<file path="src/hdl/dccpm_pkg.sv">
// Shared types, codes and constants of the paged-mode programming sequencer.
package dccpm_pkg;

	localparam int unsigned CvWidth   = 16;
	localparam int unsigned ByteWidth = 8;
	localparam int unsigned CodeWidth = 4;
	localparam int unsigned RegWidth  = 4;

	localparam logic [CvWidth-1:0] CvLimit   = 16'd1024;
	localparam logic [2:0]         IndexMask = 3'h7;

	localparam logic [ByteWidth-1:0] WritePrefixReset  = 8'd120;
	localparam logic [ByteWidth-1:0] VerifyPrefixReset = 8'd112;
	localparam logic [RegWidth-1:0]  PageRegReset      = 4'd6;
	localparam logic [CodeWidth-1:0] BusyCodeReset     = 4'd1;

	typedef enum logic [1:0] {
		ACT_WRITE    = 2'd0,
		ACT_VERIFY   = 2'd1,
		ACT_COMPLETE = 2'd2,
		ACT_UNUSED   = 2'd3
	} action_t;

	typedef enum logic [1:0] {
		KIND_REFUSED  = 2'd0,
		KIND_START    = 2'd1,
		KIND_FINISHED = 2'd2
	} kind_t;

	typedef enum logic [1:0] {
		PH_IDLE = 2'd0,
		PH_PAGE = 2'd1,
		PH_DATA = 2'd2
	} phase_t;

	typedef enum logic [1:0] {
		CFG_WRITE_PREFIX  = 2'd0,
		CFG_VERIFY_PREFIX = 2'd1,
		CFG_PAGE_REG      = 2'd2,
		CFG_BUSY_CODE     = 2'd3
	} cfg_index_t;

	typedef struct packed {
		logic [ByteWidth-1:0] write_prefix;
		logic [ByteWidth-1:0] verify_prefix;
		logic [RegWidth-1:0]  page_register_number;
		logic [CodeWidth-1:0] busy_code;
	} cfg_t;

	typedef struct packed {
		logic [1:0]           action;
		logic [CvWidth-1:0]   cv_addr;
		logic [ByteWidth-1:0] data_byte;
		logic                 common_ready;
		logic [CodeWidth-1:0] step_result;
	} item_t;

	typedef struct packed {
		logic [1:0]           reg_index;
		logic [ByteWidth-1:0] value;
		logic                 write_op;
	} latch_t;

	typedef struct packed {
		logic                 valid;
		kind_t                kind;
		logic [ByteWidth-1:0] byte0;
		logic [ByteWidth-1:0] byte1;
		logic [ByteWidth-1:0] byte2;
		logic                 step_is_write;
		logic [CodeWidth-1:0] finish_code;
	} result_t;

endpackage

</file>
<file path="src/hdl/dccpm_cfg_regs.sv">
// Configuration register file of the paged-mode programming sequencer.
module dccpm_cfg_regs (
	input  logic                clk,
	input  logic                arst_n,
	input  logic                cfg_valid,
	output logic                cfg_ready,
	input  logic [1:0]          cfg_index,
	input  logic [7:0]          cfg_data,
	output dccpm_pkg::cfg_t     cfg
);

	dccpm_pkg::cfg_t cfg_q;

	assign cfg_ready = 1'b1;
	assign cfg       = cfg_q;

	always_ff @(posedge clk or negedge arst_n) begin
		if (!arst_n) begin
			cfg_q.write_prefix         <= dccpm_pkg::WritePrefixReset;
			cfg_q.verify_prefix        <= dccpm_pkg::VerifyPrefixReset;
			cfg_q.page_register_number <= dccpm_pkg::PageRegReset;
			cfg_q.busy_code            <= dccpm_pkg::BusyCodeReset;
		end else if (cfg_valid) begin
			unique case (dccpm_pkg::cfg_index_t'(cfg_index))
				dccpm_pkg::CFG_WRITE_PREFIX:  cfg_q.write_prefix  <= cfg_data;
				dccpm_pkg::CFG_VERIFY_PREFIX: cfg_q.verify_prefix <= cfg_data;
				dccpm_pkg::CFG_PAGE_REG: begin
					cfg_q.page_register_number <= cfg_data[dccpm_pkg::RegWidth-1:0];
				end
				dccpm_pkg::CFG_BUSY_CODE: begin
					cfg_q.busy_code <= cfg_data[dccpm_pkg::CodeWidth-1:0];
				end
				default: ;
			endcase
		end
	end

endmodule

</file>
<file path="src/hdl/dccpm_step.sv">
// Next-phase and result logic for one word of the sequencer.
module dccpm_step (
	input  dccpm_pkg::item_t    item,
	input  dccpm_pkg::cfg_t     cfg,
	input  dccpm_pkg::phase_t   phase,
	input  dccpm_pkg::latch_t   latch,
	output dccpm_pkg::phase_t   phase_next,
	output dccpm_pkg::latch_t   latch_next,
	output dccpm_pkg::result_t  result
);

	logic       is_request;
	logic       cv_ok;
	logic       phase_idle;
	logic       req_ok;
	logic [9:0] cv_m1;
	logic [7:0] page;
	logic [2:0] page_idx;
	logic [7:0] page_b0;
	logic [7:0] data_prefix;
	logic [7:0] data_b0;

	assign is_request = (item.action == dccpm_pkg::ACT_WRITE)
		|| (item.action == dccpm_pkg::ACT_VERIFY);
	assign cv_ok      = (item.cv_addr != '0) && (item.cv_addr <= dccpm_pkg::CvLimit);
	assign phase_idle = (phase != dccpm_pkg::PH_PAGE) && (phase != dccpm_pkg::PH_DATA);
	assign req_ok     = cv_ok && item.common_ready && phase_idle;

	// Only the low ten bits matter once the number is known to be in range.
	assign cv_m1    = item.cv_addr[9:0] - 10'd1;
	assign page     = cv_m1[9:2] + 8'd1;
	assign page_idx = (cfg.page_register_number[2:0] - 3'd1) & dccpm_pkg::IndexMask;
	assign page_b0  = cfg.write_prefix | {5'd0, page_idx};

	assign data_prefix = latch.write_op ? cfg.write_prefix : cfg.verify_prefix;
	assign data_b0     = data_prefix | {6'd0, latch.reg_index};

	// Next phase and latched operation
	always_comb begin
		phase_next = phase;
		latch_next = latch;
		unique case (phase)
			dccpm_pkg::PH_PAGE: begin
				if (item.action == dccpm_pkg::ACT_COMPLETE) begin
					phase_next = item.common_ready ? dccpm_pkg::PH_DATA : dccpm_pkg::PH_IDLE;
				end
			end
			dccpm_pkg::PH_DATA: begin
				if (item.action == dccpm_pkg::ACT_COMPLETE) begin
					phase_next = dccpm_pkg::PH_IDLE;
				end
			end
			default: begin
				if (is_request && req_ok) begin
					phase_next          = dccpm_pkg::PH_PAGE;
					latch_next.reg_index = cv_m1[1:0];
					latch_next.value     = item.data_byte;
					latch_next.write_op  = (item.action == dccpm_pkg::ACT_WRITE);
				end
			end
		endcase
	end

	// Result word
	always_comb begin
		result = '0;
		if (is_request) begin
			result.valid = 1'b1;
			if (req_ok) begin
				result.kind          = dccpm_pkg::KIND_START;
				result.byte0         = page_b0;
				result.byte1         = page;
				result.byte2         = page_b0 ^ page;
				result.step_is_write = 1'b1;
			end else begin
				result.kind = dccpm_pkg::KIND_REFUSED;
			end
		end else if (item.action == dccpm_pkg::ACT_COMPLETE) begin
			unique case (phase)
				dccpm_pkg::PH_PAGE: begin
					result.valid = 1'b1;
					if (item.common_ready) begin
						result.kind          = dccpm_pkg::KIND_START;
						result.byte0         = data_b0;
						result.byte1         = latch.value;
						result.byte2         = data_b0 ^ latch.value;
						result.step_is_write = latch.write_op;
					end else begin
						result.kind        = dccpm_pkg::KIND_FINISHED;
						result.finish_code = cfg.busy_code;
					end
				end
				dccpm_pkg::PH_DATA: begin
					result.valid       = 1'b1;
					result.kind        = dccpm_pkg::KIND_FINISHED;
					result.finish_code = item.step_result;
				end
				default: ;
			endcase
		end
	end

endmodule

</file>
<file path="src/hdl/dcc_paged_mode_programming_sequencer.sv">
// Top level of the paged-mode programming sequencer: input register, step logic, result register.
//
// Paged-mode service programming sequencer. Each request word (write or verify of a
// variable numbered 1 to 1024) first produces a register-write packet that loads the
// page register; a following step-complete word produces the data-register write or
// verify packet, and the next step-complete word finishes the operation with the
// forwarded step result. A request outside 1..1024, with the common module not ready,
// or while an operation is running is refused. A step complete in the page phase with
// the common module not ready finishes with the configured busy code. A stray step
// complete while idle and the unused action code produce no result. Throughput is one
// word per clock while no held result stalls the input side. A word is captured by the
// input register when accepted; its result is then loaded into the result register and
// offered from there. All decoding is done in the single logic stage between the two
// registers. The result register lets a new word enter while a result waits; the input
// side stalls only when both registers are full and the result is held. Configuration
// writes are always ready and must only be issued while the block is idle.
module dcc_paged_mode_programming_sequencer (
	input  logic        clk,
	input  logic        arst_n,

	input  logic        cfg_valid,
	output logic        cfg_ready,
	input  logic [1:0]  cfg_index,
	input  logic [7:0]  cfg_data,

	input  logic        req_valid,
	output logic        req_stall,
	input  logic [1:0]  action,
	input  logic [15:0] cv_addr,
	input  logic [7:0]  data_byte,
	input  logic        common_ready,
	input  logic [3:0]  step_result,

	output logic        rsp_valid,
	input  logic        rsp_stall,
	output logic [1:0]  response_kind,
	output logic [7:0]  packet_byte0,
	output logic [7:0]  packet_byte1,
	output logic [7:0]  packet_byte2,
	output logic        step_is_write,
	output logic [3:0]  finish_code
);

	dccpm_pkg::cfg_t     cfg;
	dccpm_pkg::item_t    item_s1;
	logic                valid_s1;
	dccpm_pkg::phase_t   phase_q;
	dccpm_pkg::phase_t   phase_next;
	dccpm_pkg::latch_t   latch_q;
	dccpm_pkg::latch_t   latch_next;
	dccpm_pkg::result_t  result;
	dccpm_pkg::result_t  rsp_s2;
	logic                rsp_valid_s2;
	logic                drain;

	dccpm_cfg_regs u_cfg (
		.clk       (clk),
		.arst_n    (arst_n),
		.cfg_valid (cfg_valid),
		.cfg_ready (cfg_ready),
		.cfg_index (cfg_index),
		.cfg_data  (cfg_data),
		.cfg       (cfg)
	);

	// The word in the input register moves on when the result register is free or
	// being emptied this cycle. Words with no result move on all the same.
	assign drain     = !rsp_valid_s2 || !rsp_stall;
	assign req_stall = valid_s1 && !drain;

	// Input register
	always_ff @(posedge clk or negedge arst_n) begin
		if (!arst_n) begin
			valid_s1 <= 1'b0;
		end else if (!req_stall) begin
			valid_s1 <= req_valid;
		end
	end

	always_ff @(posedge clk) begin
		if (req_valid && !req_stall) begin
			item_s1.action       <= action;
			item_s1.cv_addr      <= cv_addr;
			item_s1.data_byte    <= data_byte;
			item_s1.common_ready <= common_ready;
			item_s1.step_result  <= step_result;
		end
	end

	dccpm_step u_step (
		.item       (item_s1),
		.cfg        (cfg),
		.phase      (phase_q),
		.latch      (latch_q),
		.phase_next (phase_next),
		.latch_next (latch_next),
		.result     (result)
	);

	// Advance the operation state only when the word actually leaves the input register.
	always_ff @(posedge clk or negedge arst_n) begin
		if (!arst_n) begin
			phase_q <= dccpm_pkg::PH_IDLE;
			latch_q <= '0;
		end else if (valid_s1 && drain) begin
			phase_q <= phase_next;
			latch_q <= latch_next;
		end
	end

	// Result register: hold while stalled, otherwise load or drop.
	always_ff @(posedge clk or negedge arst_n) begin
		if (!arst_n) begin
			rsp_valid_s2 <= 1'b0;
		end else if (drain) begin
			rsp_valid_s2 <= valid_s1 && result.valid;
		end
	end

	always_ff @(posedge clk) begin
		if (drain && valid_s1 && result.valid) begin
			rsp_s2 <= result;
		end
	end

	assign rsp_valid     = rsp_valid_s2;
	assign response_kind = rsp_s2.kind;
	assign packet_byte0  = rsp_s2.byte0;
	assign packet_byte1  = rsp_s2.byte1;
	assign packet_byte2  = rsp_s2.byte2;
	assign step_is_write = rsp_s2.step_is_write;
	assign finish_code   = rsp_s2.finish_code;

endmodule

</file>
<file path="config.mk">
export PLATFORM = sky130hd
export DESIGN_NAME = dcc_paged_mode_programming_sequencer
export DESIGN_NICKNAME = d
export VERILOG_FILES = /design/src/hdl/dccpm_pkg.sv /design/src/hdl/dccpm_cfg_regs.sv /design/src/hdl/dccpm_step.sv /design/src/hdl/dcc_paged_mode_programming_sequencer.sv
export SDC_FILE = /design/constraint.sdc
export NUM_CORES = 1
export LEC_CHECK = 0
export ABC_CLOCK_PERIOD_IN_PS = 4340
export CORE_MARGIN = 1.5
export CORE_UTILIZATION = 60
export DETAILED_ROUTE_END_ITERATION = 6
export DONT_BUFFER_PORTS = 1
export GPL_TIMING_DRIVEN = 1
export PLACE_DENSITY = 0.75
export SKIP_LAST_GASP = 1
export SLEW_MARGIN = 0
export SYNTH_ARGS = -nofsm -noshare
export SYNTH_HDL_FRONTEND = slang
export SYNTH_SLANG_ARGS = --single-unit
</file>
<file path="constraint.sdc">
create_clock -name clk -period 4.34 [get_ports clk]
set_input_delay 0.434 -clock clk [delete_from_list [all_inputs] [get_ports clk]]
set_output_delay 0.434 -clock clk [all_outputs]
set_load 0.005 [all_outputs]
</file>
==> impl_metrics.json <==
{
  "status": "finished clean",
  "initial_core_util_pct": 61.5,
  "remaining_drc_errors": 0,
  "hold_class": "in2reg",
  "clock_tree.buffer_depth": 2,
  "worst_r2r_startpoint": "item_s1[13]$_DFFE_PP_",
  "worst_r2r_path_depth": 7,
  "place_congestion": 0.905,
  "buffer_ports.inserted": 0,
  "filler_cell_count": 540,
  "tightest_slew_ns": 0.987,
  "critical_path_peak_fanout": 22,
  "dpl.cell_count": 410,
  "die_width_um": 89.0,
  "synth_most_common_cell": "edfxtp_1",
  "startpoint_type": "register",
  "synth_largest_area_cell": "edfxtp_1",
  "vdd.ir_drop.worst_mv": 0.237,
  "tritoncts": "yes",
  "cts_setup_buffers": 0,
  "synth_seq_cells": 100,
  "drt_pre_antenna_iters": 4,
  "detail_route.iter0.violations": 135,
  "cp.required_ns": 4.58,
  "tritoncts_sink_count": 100,
  "total_number_of_nets_in_the_final_design": 376,
  "io-pin-count": 80,
  "place.detailed.hpwl_mm": 5.48,
  "post_cts_hold_buffer_count": 2,
  "globalRouteTotalUtil_pct": 20.6,
  "ys.warnings.count": 0,
  "time_the_final_worst_path_needs_with_i_o_delays_and_setup_ns": 2.90,
  "grt_overflow": 0,
  "detailed_place.area_um2": 4520,
  "postRouteWirelength_mm": 7.59,
  "cts_buffers": 9,
  "cap_violations": 0,
  "timing.final.setup_violations": 0,
  "rr_endpoint": "latch_q[8]$_DFFE_PN0P_",
  "static-leakage-power_nw": 1.79,
  "timing_max_transition_violations_final": 0,
  "fin_clk_skew_ns": 0.0121,
  "startpoint_of_the_most_critical_hold_path": "step_result[0]",
  "htreeDepth": 3,
  "ctsRootBufferMaster": "clkbuf_8",
  "yosys_most_used_dff": "edfxtp_1",
  "clkSlewWorstSetupHoldPaths_ns": 0.09,
  "core-area_um2": 7210,
  "fin_area_um2": 4790,
  "area_enclosed_by_the_die_boundary_um2": 7920,
  "ys_top_cells_by_area": "edfxtp_1 42%, dfrtp_1 16%, mux2_2 6.3%",
  "wire_length_of_the_first_global_routing_pass_mm": 12.0,
  "count_of_antenna_diodes_in_the_layout": 0,
  "postRouteAntennaNets": 0,
  "synth_commonest_cells": "62 x edfxtp_1, 28 x dfrtp_1, 25 x mux2_2",
  "yosysTopAreaCellShare_pct": 42.0,
  "synth_cell_types": 51,
  "fin_hold_viols": 0,
  "achievable-frequency_mhz": 344,
  "syn_avg_cell_area_um2": 13.8,
  "post_cts.resized_instances": 0,
  "synth_enable_flop_cells": 62,
  "synth-async-reset-ratio_pct": 38.0,
  "vias_per_cell": 5.74,
  "routed_wire_length_per_instance_um": 17.7,
  "chipHeight_um": 89.0,
  "timing.hold.worst_path_depth": 0,
  "layout.cells.non_filler": 428,
  "synth_area_um2": 4440,
  "hold_end": "item_s1[0]$_DFFE_PP_",
  "rsz0062_at_grt": "no",
  "ff2ff_setup_slack_ns": 1.44,
  "clkLatencyLatePin_ns": 0.36,
  "number_of_antenna_violations_at_the_first_check_in_global_routing": 0,
  "grt_max_degree": 39,
  "critical_path_class": "reg2reg",
  "crit_path_end_kind": "register",
  "synth.net_count": 373,
  "post_route_cells_drive_above_1_share_pct": 19.8,
  "ys_seq_area_share_pct": 63.7,
  "rows": 31,
  "powerDensity_nw_per_um2": 448,
  "report.power.total_mw": 2.14,
  "post-route-period-util_pct": 66.9,
  "postSynthCellCount": 321,
  "detailroute.via_count": 2455,
  "first_global_vias": 2333,
  "syn2layout_area_growth_pct": 7.84,
  "timing.critical_path.arrival_ns": 3.15,
  "slew-limit-headroom_pct": 34.1,
  "setup_total_negative_slack_ns": 0
}
through the flow:
step	setup WS [ns]	hold WS [ns]	util (%)
4_1_cts	1.45	0.149	66.3
2_1_floorplan	1.33	0.138	-
3_3_place_gp	1.55	0.140	62.6
6_report	1.44	0.166	66.3
3_5_place_dp	1.48	0.139	62.6
5_1_grt	1.32	0.144	66.3
worst max-delay path, stage by stage, from the launching register on:
cell and delay [ns]:
edfxtp_1 0.43, inv_1 0.11, ha_1 0.14, or4b_1 0.49, o31a_1 0.27, or3_4 0.48, or2_1 0.48, mux2_4 0.38
area by class of cell:
type	instances	area [µm²]	area share, %
well taps	99	124	2.59
multi-input cells	199	1520	31.7
inverters	10	37.5	0.784
flip-flops and latches	100	2830	59.0
clock buffers	10	128	2.67
clock inverters	6	111	2.33
repair buffers	4	45.0	0.941
cells by family (layout without fill, tap and decap cells):
| logic type | after synthesis | in the layout | synth area share (%) |
|---|---|---|---|
| DFF | 100 | 100 | 63.7 |
| and+or+nand+nor | 76 | 76 | 9.11 |
| AOI/OAI and AO/OA | 50 | 50 | 7.16 |
| muxes | 35 | 35 | 9.05 |
| xor gates and xnor gates | 31 | 31 | 6.79 |
| buffers and inverters | 22 | 30 | 2.45 |
| adders and majority gates | 6 | 6 | 1.69 |
| other | 1 | 1 | 0.0845 |
routing by layer:
| layer | wire length, µm | track usage, % |
|---|---|---|
| met1 | 3500 | 28.6 |
| met2 | 3640 | 32.2 |
| met3 | 320 | 3.60 |
| met4 | 123 | 8.81 |
| met5 | 0 | 0 |
where the power goes:
part           leakage [nW]  switching [mW]  internal (mW)
registers              1.06          0.0659           1.13
clock network         0.117           0.301          0.384
logic                 0.606           0.139          0.127
layout by cell type (no fill, tap or decap), types with 10 or more instances in the layout:
cell	netlist	final
xnor2_1	14	14
mux2_2	25	25
dfstp_2	10	10
edfxtp_1	62	62
o22ai_1	13	13
dfrtp_1	28	28
nor2_1	17	17
xor2_1	15	15
inv_1	10	10
o21ai_0	16	16
nand2_1	20	20
how the worst max path moves through the flow:
stage                      startpoint                      endpoint  slack [ns]  cells after the start
2_1_floorplan  phase_q[0]$_DFFE_PN0P_  finish_code[0]$_SDFFCE_PP0P_        1.33                      4
3_3_place_gp    item_s1[17]$_DFFE_PP_        latch_q[8]$_DFFE_PN0P_        1.55                      5
3_5_place_dp    item_s1[13]$_DFFE_PP_        latch_q[8]$_DFFE_PN0P_        1.48                      7
4_1_cts         item_s1[13]$_DFFE_PP_        latch_q[8]$_DFFE_PN0P_        1.45                      7
5_1_grt         item_s1[13]$_DFFE_PP_        latch_q[6]$_DFFE_PN0P_        1.32                      7
6_report        item_s1[13]$_DFFE_PP_        latch_q[8]$_DFFE_PN0P_        1.44                      7
sequential cells by signal, indices dropped and copies added (netlist names):
name / cells
u_cfg.cfg: 23
step_is_write: 1
valid_s1: 1
rsp_valid: 1
item_s1: 31
packet_byte0: 8
packet_byte2: 8
packet_byte1: 8
latch_q: 11
finish_code: 4
response_kind: 2
phase_q: 2
Note: power is estimated with default switching activity, not from simulation.
